### src/rtl/modinv_pkg.sv
// Package for the modular inverse block: width default, state codes and the
// command and status structs passed between controller and datapath.
// No dependencies.
package modinv_pkg;

   // Default operand width.
   localparam int MODINV_WIDTH = 31;

   // Controller states.
   typedef enum logic [2:0] {
      ST_IDLE,
      ST_CHECK,
      ST_DIVIDE,
      ST_UPDATE,
      ST_FINISH
   } state_type;

   // Commands from the controller to the datapath.
   typedef struct packed {
      logic load;
      logic div_init;
      logic div_step;
      logic update;
      logic finish;
   } cmd_type;

   // Status from the datapath to the controller.
   typedef struct packed {
      logic r1_zero;
      logic div_last;
   } status_type;

endpackage

### src/rtl/modinv_dpath.sv
// Datapath of the modular inverse block: remainder and coefficient registers,
// a restoring divider that also forms quotient times coefficient, and the
// final reduction. Depends on modinv_pkg.
module modinv_dpath import modinv_pkg::*; #(
   parameter int WIDTH = MODINV_WIDTH
) (
   input  logic             clock,
   input  cmd_type          cmd,
   input  logic [WIDTH-1:0] req_value_a,
   input  logic [WIDTH-1:0] req_modulus,
   output status_type       status,
   output logic [WIDTH-1:0] rsp_inverse,
   output logic [WIDTH-1:0] rsp_common_divisor
);

   // Coefficients are signed and bounded by the modulus; two extra bits keep
   // the partial product sums of the divider exact.
   localparam int SW = WIDTH + 2;
   localparam int CW = $clog2(WIDTH + 1);

   logic [WIDTH-1:0] m_ff, m_in;
   logic [WIDTH-1:0] r0_ff, r0_in;
   logic [WIDTH-1:0] r1_ff, r1_in;
   logic [SW-1:0]    s0_ff, s0_in;
   logic [SW-1:0]    s1_ff, s1_in;
   logic [SW-1:0]    acc_ff, acc_in;
   logic [WIDTH-1:0] rem_ff, rem_in;
   logic [WIDTH-1:0] dvd_ff, dvd_in;
   logic [CW-1:0]    cnt_ff, cnt_in;
   logic [WIDTH-1:0] inv_ff, inv_in;
   logic [WIDTH-1:0] gcd_ff, gcd_in;

   logic [WIDTH:0]   trial;
   logic [WIDTH+1:0] diff;
   logic             qbit;
   logic [SW-1:0]    s0_neg;
   logic [WIDTH-1:0] s0_mag;
   logic [WIDTH-1:0] s0_pos;

   // One restoring division step, with the quotient bit also folded into
   // the running product of quotient and coefficient.
   assign trial = {rem_ff, dvd_ff[WIDTH-1]};
   assign diff  = {1'b0, trial} - {2'b00, r1_ff};
   assign qbit  = ~diff[WIDTH+1];

   // Magnitude views of the final coefficient for the reduction.
   assign s0_neg = '0 - s0_ff;
   assign s0_mag = s0_neg[WIDTH-1:0];
   assign s0_pos = s0_ff[WIDTH-1:0];

   always_comb begin
      m_in   = m_ff;
      r0_in  = r0_ff;
      r1_in  = r1_ff;
      s0_in  = s0_ff;
      s1_in  = s1_ff;
      acc_in = acc_ff;
      rem_in = rem_ff;
      dvd_in = dvd_ff;
      cnt_in = cnt_ff;
      inv_in = inv_ff;
      gcd_in = gcd_ff;

      // Take a new request.
      if (cmd.load) begin
         m_in  = req_modulus;
         r0_in = req_value_a;
         r1_in = req_modulus;
         s0_in = SW'(1);
         s1_in = '0;
      end

      // Prepare a division of r0 by r1.
      if (cmd.div_init) begin
         rem_in = '0;
         dvd_in = r0_ff;
         acc_in = '0;
         cnt_in = CW'(WIDTH);
      end

      // One quotient bit per cycle.
      if (cmd.div_step) begin
         rem_in = qbit ? diff[WIDTH-1:0] : trial[WIDTH-1:0];
         dvd_in = {dvd_ff[WIDTH-2:0], 1'b0};
         acc_in = {acc_ff[SW-2:0], 1'b0} + (qbit ? s1_ff : '0);
         cnt_in = cnt_ff - CW'(1);
      end

      // Advance one Euclid round.
      if (cmd.update) begin
         r0_in = r1_ff;
         r1_in = rem_ff;
         s0_in = s1_ff;
         s1_in = s0_ff - acc_ff;
      end

      // Reduce the coefficient into 1..m, a zero remainder giving m; a zero modulus gives 0.
      if (cmd.finish) begin
         gcd_in = r0_ff;
         if (m_ff == '0) begin
            inv_in = '0;
         end else if (s0_ff[SW-1]) begin
            inv_in = (s0_mag == m_ff) ? m_ff : m_ff - s0_mag;
         end else begin
            inv_in = (s0_pos == '0 || s0_pos == m_ff) ? m_ff : s0_pos;
         end
      end
   end

   always_ff @(posedge clock) begin
      m_ff   <= m_in;
      r0_ff  <= r0_in;
      r1_ff  <= r1_in;
      s0_ff  <= s0_in;
      s1_ff  <= s1_in;
      acc_ff <= acc_in;
      rem_ff <= rem_in;
      dvd_ff <= dvd_in;
      cnt_ff <= cnt_in;
      inv_ff <= inv_in;
      gcd_ff <= gcd_in;
   end

   assign status.r1_zero  = (r1_ff == '0);
   assign status.div_last = (cnt_ff == CW'(1));

   assign rsp_inverse        = inv_ff;
   assign rsp_common_divisor = gcd_ff;

endmodule

### src/rtl/modinv_ctrl.sv
// Controller of the modular inverse block: sequences Euclid rounds and
// divider steps and raises the result strobe. Depends on modinv_pkg.
module modinv_ctrl import modinv_pkg::*; (
   input  logic       clock,
   input  logic       reset,
   input  logic       start,
   input  status_type status,
   output cmd_type    cmd,
   output logic       busy,
   output logic       rsp_valid
);

   state_type state_ff, state_in;
   logic      valid_ff, valid_in;

   // State and strobe registers.
   always_ff @(posedge clock) begin
      if (reset) begin
         state_ff <= ST_IDLE;
         valid_ff <= 1'b0;
      end else begin
         state_ff <= state_in;
         valid_ff <= valid_in;
      end
   end

   // Next state and commands.
   always_comb begin
      state_in = state_ff;
      valid_in = 1'b0;
      cmd      = '0;
      busy     = 1'b1;
      case (state_ff)
         ST_IDLE: begin
            busy = 1'b0;
            if (start) begin
               cmd.load = 1'b1;
               state_in = ST_CHECK;
            end
         end
         ST_CHECK: begin
            if (status.r1_zero) begin
               state_in = ST_FINISH;
            end else begin
               cmd.div_init = 1'b1;
               state_in     = ST_DIVIDE;
            end
         end
         ST_DIVIDE: begin
            cmd.div_step = 1'b1;
            if (status.div_last) begin
               state_in = ST_UPDATE;
            end
         end
         ST_UPDATE: begin
            cmd.update = 1'b1;
            state_in   = ST_CHECK;
         end
         ST_FINISH: begin
            cmd.finish = 1'b1;
            valid_in   = 1'b1;
            state_in   = ST_IDLE;
         end
         default: begin
            state_in = ST_IDLE;
         end
      endcase
   end

   assign rsp_valid = valid_ff;

endmodule

### src/rtl/modular_inverse_ext_euclid.sv
// Top level of the modular inverse block: controller plus datapath.
// Depends on modinv_pkg, modinv_ctrl and modinv_dpath.
//
// A request (req_value_a, req_modulus) is taken when start is high and busy
// is low. The block runs the extended Euclidean algorithm and reports the
// coefficient of a reduced into 1..modulus on rsp_inverse, with gcd(a, m) on
// rsp_common_divisor; the inverse is meaningful only when the gcd is 1. A zero
// modulus gives inverse 0 and gcd a. The result is held for exactly one cycle
// with rsp_valid high and cannot be stalled. Each Euclid round passes the
// check state, the steps of the bit-serial restoring divider (one quotient
// bit a cycle) and the update state; a request takes up to about 46 rounds
// for 31-bit operands. busy is low again in the strobe cycle, so the next
// request may be taken while the result is shown.
module modular_inverse_ext_euclid import modinv_pkg::*; #(
   parameter int WIDTH = MODINV_WIDTH
) (
   input  logic             clock,
   input  logic             reset,
   input  logic             start,
   output logic             busy,
   input  logic [WIDTH-1:0] req_value_a,
   input  logic [WIDTH-1:0] req_modulus,
   output logic             rsp_valid,
   output logic [WIDTH-1:0] rsp_inverse,
   output logic [WIDTH-1:0] rsp_common_divisor
);

   cmd_type    cmd;
   status_type status;

   modinv_ctrl u_ctrl (
      .clock     (clock),
      .reset     (reset),
      .start     (start),
      .status    (status),
      .cmd       (cmd),
      .busy      (busy),
      .rsp_valid (rsp_valid)
   );

   modinv_dpath #(
      .WIDTH (WIDTH)
   ) u_dpath (
      .clock              (clock),
      .cmd                (cmd),
      .req_value_a        (req_value_a),
      .req_modulus        (req_modulus),
      .status             (status),
      .rsp_inverse        (rsp_inverse),
      .rsp_common_divisor (rsp_common_divisor)
   );

endmodule

### config.mk
export PLATFORM = sky130hd
export DESIGN_NAME = modular_inverse_ext_euclid
export DESIGN_NICKNAME = d
export VERILOG_FILES = /design/src/rtl/modinv_pkg.sv /design/src/rtl/modinv_dpath.sv /design/src/rtl/modinv_ctrl.sv /design/src/rtl/modular_inverse_ext_euclid.sv
export SDC_FILE = /design/constraint.sdc
export NUM_CORES = 1
export LEC_CHECK = 0
export ABC_AREA = 1
export BUFFER_PORTS_ARGS = -buffer_cell sky130_fd_sc_hd__buf_4
export CAP_MARGIN = 10
export CORE_AREA = 2 2 256 309
export CTS_CLUSTER_DIAMETER = 120
export CTS_CLUSTER_SIZE = 28
export DETAILED_ROUTE_END_ITERATION = 16
export DIE_AREA = 0 0 258 311
export SETUP_SLACK_MARGIN = 0.05
export SLEW_MARGIN = 20
export SYNTH_ARGS = -nofsm -noshare
export SYNTH_HDL_FRONTEND = slang
export SYNTH_SLANG_ARGS = --single-unit
### constraint.sdc
create_clock -name clock -period 18.3 [get_ports clock]
set_input_delay 5.49 -clock clock [delete_from_list [all_inputs] [get_ports clock]]
set_output_delay 5.49 -clock clock [all_outputs]
set_load 0.05 [all_outputs]
**Yosys cells after proc, flatten, opt, wreduce, memory -nomap -nowiden**

Cells that the tools add are included.

- Flip-flop bits (word level): 325
- Bits of input ports: 65
- Output and inout port bits: 64
- Logic and storage cells: 70

- $add $sub $neg: 6
- Equal/unequal tests: 9
- Muxes and demuxes: 33
- Reduce and logical (&&, ||, !) cells: 8

Operators by type and width:

| kind | count |
|---|---|
| 31-bit two-way mux | 12 |
| 33-bit two-way mux | 7 |
| 31-bit zero test | 3 |
| 31-bit equality test | 2 |
| 33-bit adder | 1 |
| 32-bit by 31-bit subtractor with 33-bit output | 1 |
| 33-bit subtractor | 1 |
| 1-bit by 31-bit subtractor with 31-bit output (first input constant) | 1 |
| 31-bit subtractor | 1 |
| 3-bit one-hot mux with 4 select lines | 1 |
| 5-bit two-way mux | 2 |
| 3-bit two-way mux | 3 |
| 1-bit two-way mux | 8 |
| 3-bit by 2-bit equality test with 1-bit output (second input constant) | 2 |
| 5-bit by 1-bit equality test with 1-bit output (second input constant) | 1 |
| 5-bit by 1-bit subtractor with 5-bit output (second input constant) | 1 |
| 2-bit inequality test (second input constant) | 2 |
| 2-bit nonzero test | 2 |
| 3-bit by 1-bit equality test with 1-bit output (second input constant) | 1 |
| 3-bit equality test (second input constant) | 1 |
| 3-bit zero test | 1 |
| 2-bit AND reduction | 1 |
| 1-bit logical OR | 1 |

**Longest topological paths before layout**

Gate-level depths: netlist of run 1.

- Depth in word-level cells: 5
- Depth in mapped cells: 30
- Depth with buffers taken out: 28

**Cells and area by module**

From an unflattened synthesis of run 1, not the netlist that was laid out.

- Cells, all modules: 3077
- Area, all modules: 23158.5 µm²

By module, submodules not included:

| module | times used | cells an instance | area each (µm²) | sequential area each (µm²) |
|---|---|---|---|---|
| modinv_dpath | 1 | 3046 | 22948.3 | 9629.2 |
| modinv_ctrl | 1 | 31 | 210.2 | 80.1 |

**Least setup slack after synthesis of run 1**

OpenSTA, ideal clock, no wires.

- Path type: input -> register
- From: input port start
- To: register u_dpath.r0_ff[0], enable pin
- Library setup time: 0.792 ns
- Data arrival time: 14.470 ns
- Setup slack: 3.038 ns
- Stages on the path: 2
- Cell sequence: inv_1 -> o21ai_0

- Cells in the longest elaborated chain, start to end: 3

Ends and longest elaborated chain:

| element | line | source |
|---|---|---|
| start, declared | modular_inverse_ext_euclid.sv:19 | `input logic start,` |
| 1-bit two-way mux | modinv_ctrl.sv:36 | `if (start) begin` |
| 1-bit two-way mux | modinv_ctrl.sv:33 | `case (state_ff)` |
| 2-bit nonzero test (no line) | n/a |  |
| end signal, assigned | modinv_dpath.sv:112 | `r0_ff <= r0_in;` |
| end, declared | modinv_dpath.sv:22 | `logic [WIDTH-1:0] r0_ff, r0_in;` |

Every way passes these cells.
A chain may end at the register's enable or synchronous reset.

**Worst setup path after layout of run 1**

- From: input port start
- To: register u_dpath.s0_ff[26], enable pin

- Cells in the longest elaborated chain, start to end: 3

Ends and longest elaborated chain:

| element | line | source |
|---|---|---|
| 1-bit two-way mux | modinv_ctrl.sv:36 |  |
| 1-bit two-way mux | modinv_ctrl.sv:33 |  |
| 2-bit nonzero test (no line) | n/a |  |
| end signal, assigned | modinv_dpath.sv:114 | `s0_ff <= s0_in;` |
| end, declared | modinv_dpath.sv:24 | `logic [SW-1:0] s0_ff, s0_in;` |

Every way passes these cells.

==> metrics.csv, run 1 <==
metric,value,unit
synthSimpleGateAreaFrac,27.34,%
row_count,112,
irDropWorstVdd,0.05757,mV
yosys_warnings,0,
fillers,8257,
r2r_cells,19,
vias,20430,
drt-pass1-iter-count,7,
syn_area,22960,um^2
core,77210,um^2
clk_latency,0.56,ns
drive_gt1_share,7.558,%
dp_hpwl,61020,um
skew,0.02353,ns
path_class,in -> reg,
grt_pass1_wl,116900,um
hold_depth,0,
ant_nets,0,
path_cells,buf_4 > inv_1 > o21ai_4 > buf_4 > buf_4,
synth_fa_ha_area_share,7.271,%
wire_per_inst,18.92,um
synth-xor-area-share,2.480,%
wl,77720,um
ios,129,
yosysSeqAreaShare,42.29,%
track_usage,18.82,%
synth_edf_count,320,
rsz0062_at_grt,false,
cp.arrival,7.43,ns
status,"complete, no violations",
root_buffer,clkbuf_16,
clock_path_buffers,3,
p_leak,11.21,nW
tritoncts,done,
ctsResizeCount,0,
antennaDiodeCount,0,
post_cts_buffers,0,
syn_avg_cell_area,7.681,um^2
ys_async_sr_fraction,0,%
place.gp.congestion,0.9579,
finalHoldViolCount,0,
crit_top_cell,buf_4,
final_cells,4109,
die_area,80240,um^2
worst_slew_pin_slew,1.143,ns
cts.reportedPaths.clkPinSlew,0.11,ns
cts_inserted_buffers,16,
grt.overflow.total,0,
vias_per_cell,4.971,
io_buffers,128,
start_util,29.73,%
place_inst,4082,
slew_viol_final,0,
syn_to_final_growth,11.18,%
slowest_stage,buf_4,
powerDensity,103.0,nW/um^2
worst-path-max-fanout,74,
grt_max_degree,83,
post-route-min-period,7.248,ns
htreeDepth,1,
finalHoldWorstSlack,0.4651,ns
ys_types,54,
setup_viol,0,
power,0.002629,W
maxClockFrequency,138.0,MHz
setup_tns,0,ns
grt_antenna_before_repair,1,
critPathLaunchType,primary input,
synth_seq_cells,325,
synthCells,2989,
cts_sinks,325,
die_y,311,um
grt_pass1_vias,19720,
finalCritPeriodShare,39.61,%
postCtsHoldBufs,0,
synth_top_family_by_area,simple AND/OR/NAND/NOR gates,
drt_iter0_drc,1747,
ys.flop_type,edfxtp_1,
layout.nets,3270,
synthMuxAreaShare,0,%
synth_nets,3185,
synth-compound-area-share,12.01,%
crit_required,18.49,ns
critPathCaptureType,flop,
cp_slowest_stage_delay,0.87,ns
fp.dieW,258,um
relSlewSlack,23.07,%
maxCapViolCount,0,
drc_errors,0,
holdCritPathClass,reg -> reg,
## stage by stage
stage	cell area [um^2]	util (%)	setup WS [ns]
after floorplan	22960	-	3.038
after global placement	25000	32.37	10.51
after detailed placement	25000	32.37	10.47
after CTS	25520	33.06	11.06
after global routing	25520	33.06	10.93
final	25520	33.06	11.05
## worst max-delay path, delay by kind of cell
kind / cells / cell delay, ns
AO/OA/AOI/OAI: 1 / 0.14
buffers and inverters: 4 / 1.66
## layout by cell type (no fill, tap or decap), types with 15 or more instances in the layout
master,count
clkbuf_16,17
xor2_1,30
nor2_1,315
o21bai_1,15
nand2_1,803
a21oi_1,220
inv_1,402
o21ai_0,153
nand4_1,84
inv_2,22
nor3_1,37
ha_1,127
a22o_1,30
nand3_1,162
o21ai_1,20
buf_4,145
edfxtp_1,320
xnor2_1,35
## state kept, by name (all words and copies together) (netlist names)
signal	count
u_dpath.acc_ff	33
u_ctrl.state_ff	3
u_dpath.r1_ff	31
u_dpath.rsp_inverse	31
u_dpath.m_ff	31
u_dpath.r0_ff	31
u_dpath.s1_ff	33
u_ctrl.rsp_valid	1
u_dpath.s0_ff	33
u_dpath.dvd_ff	31
u_dpath.rsp_common_divisor	31
u_dpath.cnt_ff	5
u_dpath.rem_ff	31
## logic make-up (layout without fill, tap and decap cells)
family / count (synthesis) / in the layout
xor gates and xnor gates: 65 / 65
AOI/OAI and AO/OA: 493 / 493
and+or+nand+nor: 1471 / 1471
buffers and inverters: 504 / 598
DFF: 325 / 325
adders and majority gates: 131 / 131
## cell type report
class                   count  area, um^2  area share [%]
clock buffers              23       447.9           1.755
clock inverters             4       80.08          0.3137
inverters                 426        1602           6.275
multi-input cells        2160       11310           44.32
flip-flops and latches    325        9709           38.04
well taps                1026        1284           5.029
repair buffers            145        1089           4.265
## power breakdown
| part | leakage, nW | switching, W | internal (W) | total [W] |
|---|---|---|---|---|
| Clock | 0.251 | 0.000258 | 0.000193 | 0.000451 |
| Combinational | 7.87 | 0.000775 | 0.000352 | 0.00113 |
| Sequential | 3.09 | 0.0000886 | 0.000963 | 0.00105 |
| Total | 11.2 | 0.00112 | 0.00151 | 0.00263 |
## synth_stat cells (30+ instances only)
library cell,count,area (um^2)
nand2_1,804,3018
a22o_1,30,262.8
o21ai_0,154,770.7
edfxtp_1,320,9609
xor2_1,30,262.8
a21oi_1,220,1101
ha_1,127,1589
xnor2_1,35,306.5
nand4_1,84,525.5
nor2_1,316,1186
nor3_1,40,200.2
nand3_1,162,810.8
inv_1,402,1509
clkbuf_1,43,161.4
## metal layers
layer	GRT usage, %	wire (um)
met1	23.99	33240
met2	32.80	38020
met3	1.507	3254
met4	7.528	3191
met5	0	16
## final timing paths
kind / end / startpoint / slack [ns]
worst min register to register: u_dpath.rsp_common_divisor[25] / u_dpath.r0_ff[25] / 0.47
worst max register to register: u_dpath.rsp_inverse[19] / u_dpath.s0_ff[1] / 12.82
worst max-delay path: u_dpath.s0_ff[26] / start / 11.05
worst min-delay path: u_dpath.rsp_common_divisor[25] / u_dpath.r0_ff[25] / 0.47
No activity file was read; power rests on OpenSTA's default activity.
==> run 2, diff against run 1 <==
==> constraint.sdc (replaced) <==
create_clock -name clock -period 7.49 [get_ports clock]
set_input_delay 2.247 -clock clock [delete_from_list [all_inputs] [get_ports clock]]
set_output_delay 2.247 -clock clock [all_outputs]
set_load 0.05 [all_outputs]
==> run 2 against run 1 <==
  * Via count rose by 1.3%
  * Count of clock-buffer cells in the layout stayed put
  * Critical endpoint is now u_dpath.rsp_inverse[29]
  * Critical path depth is 16 higher
  * Power increased by 140%
  * Setup slack worse by 8.2 ns
  * Sequential power up 140%
==> metrics.csv, run 2 (synthesized netlist as in run 1, its figures left out) <==
metric,value,unit
clock_path_buffers,3,
postCtsHoldBufs,0,
irDropWorstVdd,0.1350,mV
reg_top3,"u_dpath.acc_ff x33, u_dpath.s0_ff x33, u_dpath.s1_ff x33",
root_buffer,clkbuf_16,
ant_nets,0,
place.gp.congestion,1.006,
critPathCaptureType,flop,
maxCapViolCount,0,
powerDensity,252.7,nW/um^2
setup_tns,0,ns
htreeDepth,1,
skew,0.02450,ns
drc_errors,0,
cts_sinks,325,
worst_slew_pin_slew,1.142,ns
maxClockFrequency,215.2,MHz
crit_required,7.76,ns
cts_inserted_buffers,16,
grt_pass1_vias,20090,
cp.arrival,4.92,ns
wl,79750,um
fp.dieW,258,um
finalHoldWorstSlack,0.4542,ns
vias_per_cell,5.040,
slew_viol_final,0,
rr_startpoint,u_dpath.s0_ff[1],
hold_depth,0,
syn_to_final_growth,10.99,%
dp_hpwl,62870,um
finalHoldViolCount,0,
grt_antenna_before_repair,2,
worst-path-max-fanout,31,
finalCritPeriodShare,62.03,%
post_cts_buffers,0,
wire_per_inst,19.42,um
ios,129,
place_ws,2.881,ns
drt_iter0_drc,1932,
grt.overflow.total,0,
r2r_cells,21,
grtUsageMet2,32.39,%
worstReg2RegEnd,u_dpath.rsp_inverse[29],
path_class,reg -> reg,
setup_viol,0,
mostFrequentLayoutCells,"nand2_1 (803), inv_1 (400), edfxtp_1 (320)",
final_common_cell,nand2_1,
cts.reportedPaths.clkPinSlew,0.12,ns
start_util,29.73,%
drt-pass1-iter-count,6,
core,77210,um^2
grt_util_met1,25.30,%
die_y,311,um
rsz0062_at_grt,false,
drive_gt1_share,7.532,%
worstHoldEndpoint,u_dpath.rsp_common_divisor[15],
row_count,112,
holdCritPathClass,reg -> reg,
grt_max_degree,83,
layout.nets,3267,
io_buffers,128,
clk_latency,0.56,ns
tritoncts,done,
top_usage_layer,met2,
setup.worst_path.start,u_dpath.s0_ff[1],
final_util,33.00,%
min_from,u_dpath.r0_ff[15],
track_usage,19.32,%
rrSetupSlack,2.84,ns
p_leak,11.19,nW
critPathLaunchType,flop,
die_area,80240,um^2
fillers,8243,
vias,20700,
worst_slack,2.844,ns
use_met3,1.947,%
post-route-min-period,4.646,ns
status,"complete, no violations",
ctsResizeCount,0,
grt_pass1_wl,120100,um
relSlewSlack,23.17,%
-- run 2: cell count changes in the layout (fill, tap and decap cells not counted) --
cell,delta
buf_4,-4
inv_1,-2
inv_2,+2
buf_6,+1
bufinv_16,-1
clkinv_16,-1
clkinv_8,+1
diode_2,+1
inv_12,+1
-- run 2: final cells by class --
cell class                      count  area, um^2  area share (%)
Timing Repair Buffer              142        1070           4.198
Inverter                          426        1602           6.285
Antenna cell                        1       2.502        0.009821
Tap cell                         1026        1284           5.038
Clock buffer                       23       447.9           1.758
Clock inverter                      4       52.55          0.2062
Multi-Input combinational cell   2160       11310           44.40
Sequential cell                   325        9709           38.10
-- run 2: power by group --
group | leakage [nW] | switching (W) | total, W | internal (W)
clock network | 0.239 | 0.000646 | 0.00108 | 0.000438
logic | 7.85 | 0.00194 | 0.00280 | 0.000861
registers | 3.09 | 0.000206 | 0.00256 | 0.00235
total | 11.2 | 0.00279 | 0.00644 | 0.00365
-- run 2: layer usage --
metal	routed length, um	part of all wire [%]
met5	8	0.010
met2	37410	47
met3	4699	5.9
met4	3745	4.7
met1	33880	42
-- run 2: worst max path at each step --
stage / to / cells past startpoint
floorplan: u_dpath.r0_ff[0] / 2
global route: u_dpath.acc_ff[31] / 23
global placement: u_dpath.acc_ff[31] / 23
finish: u_dpath.rsp_inverse[29] / 21
CTS: u_dpath.acc_ff[31] / 21
detailed placement: u_dpath.acc_ff[31] / 21
-- run 2: worst max-delay path, stage by stage, from the launching register on --
cell	delay, ns
edfxtp_1	0.48
inv_1	0.15
ha_1	0.32
nand2_1	0.15
nor2_2	0.15
nand2_2	0.11
nor2_1	0.14
inv_2	0.06
nor4_1	0.63
nand3_1	0.19
xor2_1	0.20
ha_1	0.37
nand2_1	0.12
nor3_1	0.15
nand3_1	0.14
nor2_4	0.17
buf_4	0.40
nand4_1	0.15
nand2_1	0.10
clkinv_1	0.06
nand2_1	0.06
a21oi_1	0.06
-- run 2: per-stage QoR --
step	cell area [um^2]	cells	total power [W]
floorplan	22960	2989	0.004519
global placement	24970	4079	0.005342
CTS	25470	4106	0.006438
global route	25480	4106	0.006866
finish	25480	4107	0.006439
detailed placement	24970	4079	0.005345
